### config.mk
export PLATFORM = sky130hd
export DESIGN_NAME = two_way_set_assoc_cache_lookup_flat
export DESIGN_NICKNAME = d
export VERILOG_FILES = /design/src/hdl/tsac_pkg.sv /design/src/hdl/tsac_req_if.sv /design/src/hdl/tsac_rsp_if.sv /design/src/hdl/tsac_addr_split.sv /design/src/hdl/tsac_set_store.sv /design/src/hdl/two_way_set_assoc_cache_lookup.sv /design/src/flat_wrapper.sv
export SDC_FILE = /design/constraint.sdc
export NUM_CORES = 1
export LEC_CHECK = 0
export ABC_AREA = 1
export BUFFER_PORTS_ARGS = -buffer_cell sky130_fd_sc_hd__clkbuf_2
export CORE_MARGIN = 2
export CORE_UTILIZATION = 40
export CTS_CLUSTER_DIAMETER = 50
export DETAILED_ROUTE_END_ITERATION = 8
export MAX_ROUTING_LAYER = met4
export PLACE_DENSITY = 0.51
export SETUP_SLACK_MARGIN = 0.15
export SYNTH_ARGS = -nofsm -noshare
export SYNTH_HDL_FRONTEND = slang
export SYNTH_SLANG_ARGS = --single-unit
### constraint.sdc
create_clock -name clk_i -period 6.42 [get_ports clk_i]
set_input_delay 0 -clock clk_i [delete_from_list [all_inputs] [get_ports clk_i]]
set_output_delay 0 -clock clk_i [all_outputs]
set_load 0.03 [all_outputs]
### src/hdl/tsac_pkg.sv
`timescale 1ns / 1ps

package tsac_pkg;

  // fixed field widths of the request and response
  localparam int unsigned AddrW   = 16;
  localparam int unsigned TagW    = 8;
  localparam int unsigned SetOutW = 6;
  localparam int unsigned CntW    = 16;

  // widths that hold the largest set count and line size
  localparam int unsigned SetKW  = 11;
  localparam int unsigned LineKW = 7;

  // fixed-point reciprocals are scaled by two to this power
  localparam int unsigned RecipShift = 32;

  typedef logic [AddrW-1:0] addr_t;
  typedef logic [TagW-1:0]  tag_t;
  typedef logic [CntW-1:0]  cnt_t;

  localparam cnt_t CntMax = '1;

  // per-set replacement and valid state, cleared after reset
  typedef struct packed {
    logic lru;
    logic valid1;
    logic valid0;
  } set_state_t;

  typedef enum logic [1:0] {
    ST_IDLE,
    ST_DECODE,
    ST_LOOKUP
  } fsm_e;

endpackage

### src/hdl/tsac_req_if.sv
`timescale 1ns / 1ps

interface tsac_req_if import tsac_pkg::*; ();
  logic  valid;
  logic  ready;
  addr_t address;

  modport source (output valid, output address, input ready);
  modport sink (input valid, input address, output ready);
endinterface

### src/hdl/tsac_rsp_if.sv
`timescale 1ns / 1ps

interface tsac_rsp_if import tsac_pkg::*; ();
  logic               valid;
  logic               ready;
  logic               hit;
  logic               way_used;
  logic [SetOutW-1:0] set_index;
  tag_t               tag_value;
  addr_t              fill_line_address;
  cnt_t               hits_way0;
  cnt_t               hits_way1;
  cnt_t               misses_way0;
  cnt_t               misses_way1;

  modport source (
    output valid, output hit, output way_used, output set_index, output tag_value,
    output fill_line_address, output hits_way0, output hits_way1,
    output misses_way0, output misses_way1, input ready
  );
  modport sink (
    input valid, input hit, input way_used, input set_index, input tag_value,
    input fill_line_address, input hits_way0, input hits_way1,
    input misses_way0, input misses_way1, output ready
  );
endinterface

### src/hdl/tsac_addr_split.sv
`timescale 1ns / 1ps

module tsac_addr_split import tsac_pkg::*; #(
  parameter int unsigned SET_COUNT  = 64,
  parameter int unsigned LINE_BYTES = 4,
  localparam int unsigned SetW = $clog2(SET_COUNT)
) (
  input  logic            clk_i,
  input  logic            rst_ni,
  input  logic            in_valid_i,
  input  addr_t           addr_i,
  output logic            out_valid_o,
  output logic [SetW-1:0] set_o,
  output tag_t            tag_o,
  output addr_t           fill_o
);

  localparam int unsigned TagDiv = LINE_BYTES * SET_COUNT;
  localparam longint unsigned RecipOne = 64'd1 << RecipShift;
  localparam longint unsigned RecipLineL =
    (LINE_BYTES > 1) ? (RecipOne + LINE_BYTES - 1) / LINE_BYTES : 64'd0;
  localparam longint unsigned RecipTagL = (RecipOne + TagDiv - 1) / TagDiv;
  localparam logic [RecipShift-1:0] RecipLine = RecipLineL[RecipShift-1:0];
  localparam logic [RecipShift-1:0] RecipTag  = RecipTagL[RecipShift-1:0];
  localparam logic [SetKW-1:0]  SetK  = SetKW'(SET_COUNT);
  localparam logic [LineKW-1:0] LineK = LineKW'(LINE_BYTES);

  localparam int unsigned ProdW = AddrW + RecipShift;
  localparam int unsigned BaseW = AddrW + SetKW;
  localparam int unsigned FillW = AddrW + LineKW;

  logic [ProdW-1:0] line_prod;
  logic [ProdW-1:0] tag_prod;
  addr_t            line_quo;
  addr_t            line_quo_q;
  addr_t            tag_quo_q;
  logic             s1_vld_q;
  logic             s2_vld_q;
  logic [BaseW-1:0] tag_base;
  logic [BaseW-1:0] set_diff;
  logic [FillW-1:0] fill_full;
  logic [SetW-1:0]  set_q;
  tag_t             tag_q;
  addr_t            fill_q;

  // stage one: quotients by the line size and by the way size via reciprocals
  assign line_prod = {{RecipShift{1'b0}}, addr_i} * {{AddrW{1'b0}}, RecipLine};
  assign tag_prod  = {{RecipShift{1'b0}}, addr_i} * {{AddrW{1'b0}}, RecipTag};
  assign line_quo  = (LINE_BYTES > 1) ? line_prod[ProdW-1:RecipShift] : addr_i;

  always_ff @(posedge clk_i) begin
    if (in_valid_i) begin
      line_quo_q <= line_quo;
      tag_quo_q  <= tag_prod[ProdW-1:RecipShift];
    end
  end

  // stage two: set is the line number less whole ways, fill is the line start
  assign tag_base  = {{SetKW{1'b0}}, tag_quo_q} * {{AddrW{1'b0}}, SetK};
  assign set_diff  = {{SetKW{1'b0}}, line_quo_q} - tag_base;
  assign fill_full = {{LineKW{1'b0}}, line_quo_q} * {{AddrW{1'b0}}, LineK};

  always_ff @(posedge clk_i) begin
    if (s1_vld_q) begin
      set_q  <= set_diff[SetW-1:0];
      tag_q  <= tag_quo_q[TagW-1:0];
      fill_q <= fill_full[AddrW-1:0];
    end
  end

  // stage valid flags
  always_ff @(posedge clk_i or negedge rst_ni) begin
    if (!rst_ni) begin
      s1_vld_q <= 1'b0;
      s2_vld_q <= 1'b0;
    end else begin
      s1_vld_q <= in_valid_i;
      s2_vld_q <= s1_vld_q;
    end
  end

  assign out_valid_o = s2_vld_q;
  assign set_o       = set_q;
  assign tag_o       = tag_q;
  assign fill_o      = fill_q;

endmodule

### src/hdl/tsac_set_store.sv
`timescale 1ns / 1ps

module tsac_set_store import tsac_pkg::*; #(
  parameter int unsigned SET_COUNT = 64,
  localparam int unsigned SetW = $clog2(SET_COUNT)
) (
  input  logic            clk_i,
  input  logic            rst_ni,
  output logic            busy_o,
  input  logic            rd_en_i,
  input  logic [SetW-1:0] rd_set_i,
  output tag_t            rd_tag0_o,
  output tag_t            rd_tag1_o,
  output set_state_t      rd_state_o,
  input  logic            wr_en_i,
  input  logic [SetW-1:0] wr_set_i,
  input  tag_t            wr_tag0_i,
  input  tag_t            wr_tag1_i,
  input  set_state_t      wr_state_i
);

  logic [2*TagW-1:0] tag_mem [SET_COUNT];
  set_state_t        state_mem [SET_COUNT];

  logic              clr_busy_q;
  logic [SetW-1:0]   clr_idx_q;
  logic              clr_last;
  logic              st_we;
  logic [SetW-1:0]   st_addr;
  set_state_t        st_data;
  logic [2*TagW-1:0] rd_tags_q;
  set_state_t        rd_state_q;

  // clearing pass over the state memory after reset
  assign clr_last = (clr_idx_q == SetW'(SET_COUNT - 1));

  always_ff @(posedge clk_i or negedge rst_ni) begin
    if (!rst_ni) begin
      clr_busy_q <= 1'b1;
      clr_idx_q  <= '0;
    end else if (clr_busy_q) begin
      clr_idx_q  <= clr_idx_q + 1'b1;
      clr_busy_q <= !clr_last;
    end
  end

  // state write port shared by the clearing pass and the lookup
  assign st_we   = clr_busy_q || wr_en_i;
  assign st_addr = clr_busy_q ? clr_idx_q : wr_set_i;
  assign st_data = clr_busy_q ? set_state_t'('0) : wr_state_i;

  always_ff @(posedge clk_i) begin
    if (st_we) begin
      state_mem[st_addr] <= st_data;
    end
  end

  // tag memory, one word holds both ways
  always_ff @(posedge clk_i) begin
    if (wr_en_i) begin
      tag_mem[wr_set_i] <= {wr_tag1_i, wr_tag0_i};
    end
  end

  // registered read, held until the next read
  always_ff @(posedge clk_i) begin
    if (rd_en_i) begin
      rd_tags_q  <= tag_mem[rd_set_i];
      rd_state_q <= state_mem[rd_set_i];
    end
  end

  assign busy_o     = clr_busy_q;
  assign rd_tag0_o  = rd_tags_q[TagW-1:0];
  assign rd_tag1_o  = rd_tags_q[2*TagW-1:TagW];
  assign rd_state_o = rd_state_q;

endmodule

### src/hdl/two_way_set_assoc_cache_lookup.sv
`timescale 1ns / 1ps
// a request passes the decode pipeline and the set store read before its lookup
//   loads the response register; no new request is taken until the lookup's
//   read-modify-write of the set store is done; a stalled response holds the next lookup
// reset: counters and handshakes clear at once; a clearing pass then walks the
//   set state memory, and no request is taken while it runs

module two_way_set_assoc_cache_lookup import tsac_pkg::*; #(
  parameter int unsigned SET_COUNT  = 64,
  parameter int unsigned LINE_BYTES = 4
) (
  input  logic        clk_i,
  input  logic        rst_ni,
  tsac_req_if.sink    req_i,
  tsac_rsp_if.source  rsp_o
);

  localparam int unsigned SetW = $clog2(SET_COUNT);

  fsm_e            state_q;
  fsm_e            state_d;
  logic            req_ready;
  logic            accept;
  logic            rd_en;
  logic            done;
  logic            store_busy;

  logic            split_vld;
  logic [SetW-1:0] split_set;
  tag_t            split_tag;
  addr_t           split_fill;

  tag_t            rd_tag0;
  tag_t            rd_tag1;
  set_state_t      rd_state;
  tag_t            wr_tag0;
  tag_t            wr_tag1;
  set_state_t      wr_state;

  logic            hit0;
  logic            hit1;
  logic            lk_hit;
  logic            lk_way;

  cnt_t            hit0_cnt_q;
  cnt_t            hit1_cnt_q;
  cnt_t            miss0_cnt_q;
  cnt_t            miss1_cnt_q;

  logic            rsp_vld_q;
  logic            rsp_vld_d;
  logic            rsp_hit_q;
  logic            rsp_way_q;
  logic [SetOutW-1:0] rsp_set_q;
  tag_t            rsp_tag_q;
  addr_t           rsp_fill_q;
  logic [AddrW-1:0] set_ext;

  function automatic cnt_t sat_inc(cnt_t v);
    return (v == CntMax) ? v : v + 1'b1;
  endfunction

  // address decode pipeline
  tsac_addr_split #(
    .SET_COUNT  (SET_COUNT),
    .LINE_BYTES (LINE_BYTES)
  ) u_split (
    .clk_i       (clk_i),
    .rst_ni      (rst_ni),
    .in_valid_i  (accept),
    .addr_i      (req_i.address),
    .out_valid_o (split_vld),
    .set_o       (split_set),
    .tag_o       (split_tag),
    .fill_o      (split_fill)
  );

  // tag and set state memories
  tsac_set_store #(
    .SET_COUNT (SET_COUNT)
  ) u_store (
    .clk_i      (clk_i),
    .rst_ni     (rst_ni),
    .busy_o     (store_busy),
    .rd_en_i    (rd_en),
    .rd_set_i   (split_set),
    .rd_tag0_o  (rd_tag0),
    .rd_tag1_o  (rd_tag1),
    .rd_state_o (rd_state),
    .wr_en_i    (done),
    .wr_set_i   (split_set),
    .wr_tag0_i  (wr_tag0),
    .wr_tag1_i  (wr_tag1),
    .wr_state_i (wr_state)
  );

  // sequencer state register
  always_ff @(posedge clk_i or negedge rst_ni) begin
    if (!rst_ni) begin
      state_q <= ST_IDLE;
    end else begin
      state_q <= state_d;
    end
  end

  // next state, request ready, memory read and write-back strobes
  always_comb begin
    state_d   = state_q;
    req_ready = 1'b0;
    rd_en     = 1'b0;
    done      = 1'b0;
    case (state_q)
      ST_IDLE: begin
        req_ready = !store_busy;
        if (req_i.valid && !store_busy) begin
          state_d = ST_DECODE;
        end
      end
      ST_DECODE: begin
        if (split_vld) begin
          rd_en   = 1'b1;
          state_d = ST_LOOKUP;
        end
      end
      ST_LOOKUP: begin
        if (!rsp_vld_q || rsp_o.ready) begin
          done    = 1'b1;
          state_d = ST_IDLE;
        end
      end
      default: begin
        state_d = ST_IDLE;
      end
    endcase
  end

  assign req_i.ready = req_ready;
  assign accept      = req_i.valid && req_ready;

  // tag compare, way zero first, victim from the lru bit
  assign hit0   = rd_state.valid0 && (rd_tag0 == split_tag);
  assign hit1   = rd_state.valid1 && (rd_tag1 == split_tag);
  assign lk_hit = hit0 || hit1;
  assign lk_way = hit0 ? 1'b0 : (hit1 ? 1'b1 : rd_state.lru);

  // write-back: refill the victim on a miss, the other way becomes lru
  assign wr_tag0         = (!lk_hit && !lk_way) ? split_tag : rd_tag0;
  assign wr_tag1         = (!lk_hit && lk_way) ? split_tag : rd_tag1;
  assign wr_state.valid0 = rd_state.valid0 || (!lk_hit && !lk_way);
  assign wr_state.valid1 = rd_state.valid1 || (!lk_hit && lk_way);
  assign wr_state.lru    = !lk_way;

  // saturating hit and miss counters
  always_ff @(posedge clk_i or negedge rst_ni) begin
    if (!rst_ni) begin
      hit0_cnt_q  <= '0;
      hit1_cnt_q  <= '0;
      miss0_cnt_q <= '0;
      miss1_cnt_q <= '0;
    end else if (done) begin
      if (lk_hit && !lk_way) hit0_cnt_q <= sat_inc(hit0_cnt_q);
      if (lk_hit && lk_way) hit1_cnt_q <= sat_inc(hit1_cnt_q);
      if (!lk_hit && !lk_way) miss0_cnt_q <= sat_inc(miss0_cnt_q);
      if (!lk_hit && lk_way) miss1_cnt_q <= sat_inc(miss1_cnt_q);
    end
  end

  // response register
  assign rsp_vld_d = done ? 1'b1 : (rsp_o.ready ? 1'b0 : rsp_vld_q);
  assign set_ext   = AddrW'(split_set);

  always_ff @(posedge clk_i or negedge rst_ni) begin
    if (!rst_ni) begin
      rsp_vld_q <= 1'b0;
    end else begin
      rsp_vld_q <= rsp_vld_d;
    end
  end

  always_ff @(posedge clk_i) begin
    if (done) begin
      rsp_hit_q  <= lk_hit;
      rsp_way_q  <= lk_way;
      rsp_set_q  <= set_ext[SetOutW-1:0];
      rsp_tag_q  <= split_tag;
      rsp_fill_q <= lk_hit ? '0 : split_fill;
    end
  end

  assign rsp_o.valid             = rsp_vld_q;
  assign rsp_o.hit               = rsp_hit_q;
  assign rsp_o.way_used          = rsp_way_q;
  assign rsp_o.set_index         = rsp_set_q;
  assign rsp_o.tag_value         = rsp_tag_q;
  assign rsp_o.fill_line_address = rsp_fill_q;
  assign rsp_o.hits_way0         = hit0_cnt_q;
  assign rsp_o.hits_way1         = hit1_cnt_q;
  assign rsp_o.misses_way0       = miss0_cnt_q;
  assign rsp_o.misses_way1       = miss1_cnt_q;

  // both ways never hold the same valid tag
  a_single_hit: assert property (@(posedge clk_i) disable iff (!rst_ni)
    (state_q == ST_LOOKUP) |-> !(hit0 && hit1))
    else $error("both ways hit in one set");

  // the lookup never writes the store during the clearing pass
  a_no_wr_in_clear: assert property (@(posedge clk_i) disable iff (!rst_ni)
    store_busy |-> !done)
    else $error("set store written while clearing");

  // a hit in way zero bumps its counter unless saturated
  a_hit0_count: assert property (@(posedge clk_i) disable iff (!rst_ni)
    (done && lk_hit && !lk_way && (hit0_cnt_q != CntMax))
      |=> (hit0_cnt_q == $past(hit0_cnt_q) + 16'd1))
    else $error("way zero hit counter did not advance");

  // a finished lookup always presents its response next cycle
  a_rsp_loaded: assert property (@(posedge clk_i) disable iff (!rst_ni)
    done |=> (rsp_vld_q && (state_q == ST_IDLE)))
    else $error("lookup finished without a response");

endmodule
### src/flat_wrapper.sv
// flat-port wrapper written by rule: the top's interface ports become plain ports
module two_way_set_assoc_cache_lookup_flat import tsac_pkg::*;
#(
  parameter int unsigned SET_COUNT  = 64,
  parameter int unsigned LINE_BYTES = 4
)
  (clk_i, rst_ni, req_i_valid, req_i_address, req_i_ready, rsp_o_valid, rsp_o_hit, rsp_o_way_used, rsp_o_set_index, rsp_o_tag_value, rsp_o_fill_line_address, rsp_o_hits_way0, rsp_o_hits_way1, rsp_o_misses_way0, rsp_o_misses_way1, rsp_o_ready);
  tsac_req_if req_i_i ();
  tsac_rsp_if rsp_o_i ();
  input  logic clk_i;
  input  logic rst_ni;
  input wire logic [$bits(req_i_i.valid)-1:0] req_i_valid;
  input wire logic [$bits(req_i_i.address)-1:0] req_i_address;
  output wire logic [$bits(req_i_i.ready)-1:0] req_i_ready;
  output wire logic [$bits(rsp_o_i.valid)-1:0] rsp_o_valid;
  output wire logic [$bits(rsp_o_i.hit)-1:0] rsp_o_hit;
  output wire logic [$bits(rsp_o_i.way_used)-1:0] rsp_o_way_used;
  output wire logic [$bits(rsp_o_i.set_index)-1:0] rsp_o_set_index;
  output wire logic [$bits(rsp_o_i.tag_value)-1:0] rsp_o_tag_value;
  output wire logic [$bits(rsp_o_i.fill_line_address)-1:0] rsp_o_fill_line_address;
  output wire logic [$bits(rsp_o_i.hits_way0)-1:0] rsp_o_hits_way0;
  output wire logic [$bits(rsp_o_i.hits_way1)-1:0] rsp_o_hits_way1;
  output wire logic [$bits(rsp_o_i.misses_way0)-1:0] rsp_o_misses_way0;
  output wire logic [$bits(rsp_o_i.misses_way1)-1:0] rsp_o_misses_way1;
  input wire logic [$bits(rsp_o_i.ready)-1:0] rsp_o_ready;
  assign req_i_i.valid = req_i_valid;
  assign req_i_i.address = req_i_address;
  assign req_i_ready = req_i_i.ready;
  assign rsp_o_valid = rsp_o_i.valid;
  assign rsp_o_hit = rsp_o_i.hit;
  assign rsp_o_way_used = rsp_o_i.way_used;
  assign rsp_o_set_index = rsp_o_i.set_index;
  assign rsp_o_tag_value = rsp_o_i.tag_value;
  assign rsp_o_fill_line_address = rsp_o_i.fill_line_address;
  assign rsp_o_hits_way0 = rsp_o_i.hits_way0;
  assign rsp_o_hits_way1 = rsp_o_i.hits_way1;
  assign rsp_o_misses_way0 = rsp_o_i.misses_way0;
  assign rsp_o_misses_way1 = rsp_o_i.misses_way1;
  assign rsp_o_i.ready = rsp_o_ready;
  two_way_set_assoc_cache_lookup #(.SET_COUNT(SET_COUNT), .LINE_BYTES(LINE_BYTES)) u_core (.clk_i(clk_i), .rst_ni(rst_ni), .req_i(req_i_i), .rsp_o(rsp_o_i));
endmodule
==> flow_metrics.env <==
export IMPL_status="finished clean"
export IMPL_cp_max_fo=45
export IMPL_relSlewSlack_pct=29.5
export IMPL_routed_via_count=37845
export IMPL_place_congestion=0.862
export IMPL_synth_cells=5037
export IMPL_viasPerCell=5.22
export IMPL_port_buffer_count=113
export IMPL_fin_worst_skew_ns=0.0328
export IMPL_area_delta_synth_final_pct=14.6
export IMPL_startpoint="u_core.u_split.set_o[1]"
export IMPL_yosys_top_cells_count="2117 x nand2_1, 1293 x edfxtp_1, 334 x a21oi_1"
export IMPL_die_h_um=381
export IMPL_drive_gt1_share_pct=10.3
export IMPL_cts_hold_buf=33
export IMPL_die_x_um=381
export IMPL_crit_type="register to register"
export IMPL_routed_wl_mm=166
export IMPL_reg2reg_from="u_core.u_split.set_o[1]"
export IMPL_clk_latency_ns=0.78
export IMPL_rows=138
export IMPL_grt_pass1_wl_mm=244
export IMPL_grt_max_degree=137
export IMPL_fin_total_pwr_mw=18.4
export IMPL_antenna_left=0
export IMPL_min_path_type="input pin to register"
export IMPL_core_um2=141000
export IMPL_hold_violations=0
export IMPL_synthArstFlopShare_pct=5.55
export IMPL_yosysUniqueCellTypes=43
export IMPL_power_density_nw_per_um2=282
export IMPL_cts_setup_buffers=0
export IMPL_totalNegativeSetupSlack_ns=0
export IMPL_setup_viol=0
export IMPL_post_dp_cell_area_um2=59800
export IMPL_dpl_worst_slack_ns=2.32
export IMPL_ys_seq_elements=1369
export IMPL_ir_worst_vdd_mv=0.268
export IMPL_yosys_area_top_type="edfxtp_1"
export IMPL_yosysSeqAreaShare_pct=71.7
export IMPL_start_util_pct=40.2
export IMPL_worst_slack_ns=2.21
export IMPL_grt_pass1_vias=35626
export IMPL_synth_top_cell_area_share_pct=68.4
export IMPL_synth_ff_type="edfxtp_1"
export IMPL_power_leakage_nw=24.3
export IMPL_synth_area_leaders="edfxtp_1 68%, nand2_1 14%, dfrtp_1 3.3%"
export IMPL_rsz0062_at_grt="false"
export IMPL_clk_pin_slew_worst_paths_ns=0.06
export IMPL_grt_use_total_pct=23.5
export IMPL_dr_pass1_iters=6
export IMPL_h_tree_depth=4
export IMPL_clock_sinks=1369
export IMPL_hpwl_mm=93.4
export IMPL_drt_initial_drc_count=3418
export IMPL_hp_start="rsp_o_ready"
export IMPL_synth_most_common_cell="nand2_1"
export IMPL_cp_end_kind="register"
export IMPL_antenna_found_initial=1
export IMPL_min_period_ns=4.21
export IMPL_synth_edf_count=1293
export IMPL_fin_area_um2=65100
export IMPL_cp_required_ns=6.84
export IMPL_finish_utilization_pct=46.1
export IMPL_die_area_um2=145000
export IMPL_route_detailed_drc=0
export IMPL_tightest_slew_ns=1.06
export IMPL_clk_path_buf_depth=3
export IMPL_wire_per_inst_um=22.9
export IMPL_fmax_mhz=237
export IMPL_yosysWarnings=0
export IMPL_drv_slew=0
export IMPL_layout_worst_path_cycle_share_pct=65.6
export IMPL_grt_overflow_total=0
export IMPL_synth_area_um2=56800
export IMPL_crit_arrival_ns=4.63
export IMPL_cts_tree="built"
export IMPL_diodes=0
export IMPL_nets=5268
export IMPL_cts_made_buffers=156
export IMPL_max_cap_viol_count=0
export IMPL_cts_resized=0
export IMPL_syn_area_per_cell_um2=11.3
export IMPL_startpoint_type="register"
export IMPL_pin_count=118
export IMPL_root_buffer="clkbuf_16"
stage by stage:
stage,hold slack (ns),cells
after global placement,-0.169,6942
after CTS,0.0269,7252
after detailed placement,-0.166,6942
after global routing,0.126,7252
final,0.0911,7252
after floorplan,-0.296,5038
final timing paths:
kind                       cells after the start  slack [ns]                              end
max in group asynchronous                      4        5.27      u_core.rsp_o.misses_way1[7]
min reg2reg                                    0        0.41          u_core.u_split.tag_o[2]
max                                            6        2.21  u_core.u_store.state_mem[15][0]
min                                            5        0.09               u_core.rsp_o.valid
max reg2reg                                    6        2.21  u_core.u_store.state_mem[15][0]
min in group asynchronous                      4        0.51       u_core.rsp_o.hits_way1[15]
worst max-delay path: stages, from the launching register on:
cell	delay (ns)
edfxtp_1	0.45
buf_4	0.69
buf_4	0.71
o21ai_0	0.39
inv_1	0.21
nand4_1	0.77
nor2_1	0.61
power breakdown:
part,switching [mW],internal (mW)
logic,0.0179,0.0175
clock network,3.57,5.16
registers,0,9.63
total,3.58,14.8
flip-flops by register name, indices dropped and copies added, names as in the netlist, 2 cells and up:
register and count:
u_core.u_store.rd_state_o 3, u_core.rsp_o.fill_line_address 14, u_core.rsp_o.misses_way1 16, u_core.rsp_o.hits_way1 16, u_core.u_store.rd_tags_q 16, u_core.rsp_o.tag_value 8, u_core.u_split.set_o 5, u_core.u_store.state_mem 192
u_core.u_split.tag_o 7, u_core.u_split.tag_quo_q 8, u_core.state_q 2, u_core.rsp_o.hits_way0 16, u_core.rsp_o.misses_way0 16, u_core.u_store.clr_idx_q 6, u_core.rsp_o.set_index 6, u_core.u_split.line_quo_q 6
u_core.u_store.tag_mem 1024, u_core.u_split.fill_o 2
cells in the final DEF (no fill, tap or decap), drive strengths merged, types with 2 or more instances in the layout:
cell | synthesis | routed
nand3 | 78 | 78
clkinv | 0 | 64
nand3b | 20 | 20
buf | 188 | 140
nor3 | 42 | 42
nand4 | 92 | 92
xor2 | 38 | 38
edfxtp | 1293 | 1293
nand2 | 2117 | 2117
inv | 127 | 132
ha | 5 | 5
dlygate4sd3 | 0 | 33
clkinvlp | 0 | 4
dfrtp | 75 | 75
conb | 1 | 2
xnor2 | 13 | 13
clkbuf | 50 | 301
or2 | 53 | 53
a22oi | 30 | 30
o21ai | 152 | 152
bufinv | 0 | 15
a21oi | 335 | 335
nor2 | 321 | 321
layout make-up:
cell class / instances / area [µm²]
Clock buffer: 189 / 4110
Clock inverter: 88 / 872
Fill cell: 12995 / 76100
Inverter: 127 / 507
Multi-Input combinational cell: 3304 / 14500
Sequential cell: 1369 / 40700
Tap cell: 1890 / 2360
Timing Repair Buffer: 285 / 1990
cell families after synthesis:
logic type	Yosys count	share of synthesized area (%)
and+or+nand+nor	2724	19.2
other	1	0.00660
DFF	1369	71.7
xor gates and xnor gates	51	0.787
adders and majority gates	5	0.110
AOI/OAI and AO/OA	522	4.94
buffers and inverters	365	3.19
layer usage:
layer,wire (µm),vias to the layer above,track usage [%]
met4,4350,0,6.84
met1,75900,18782,32.9
met2,75700,1237,35.5
met5,0,-,-
li1,-,17591,-
met3,10200,235,3.51
(Power assumes the default switching activity.)
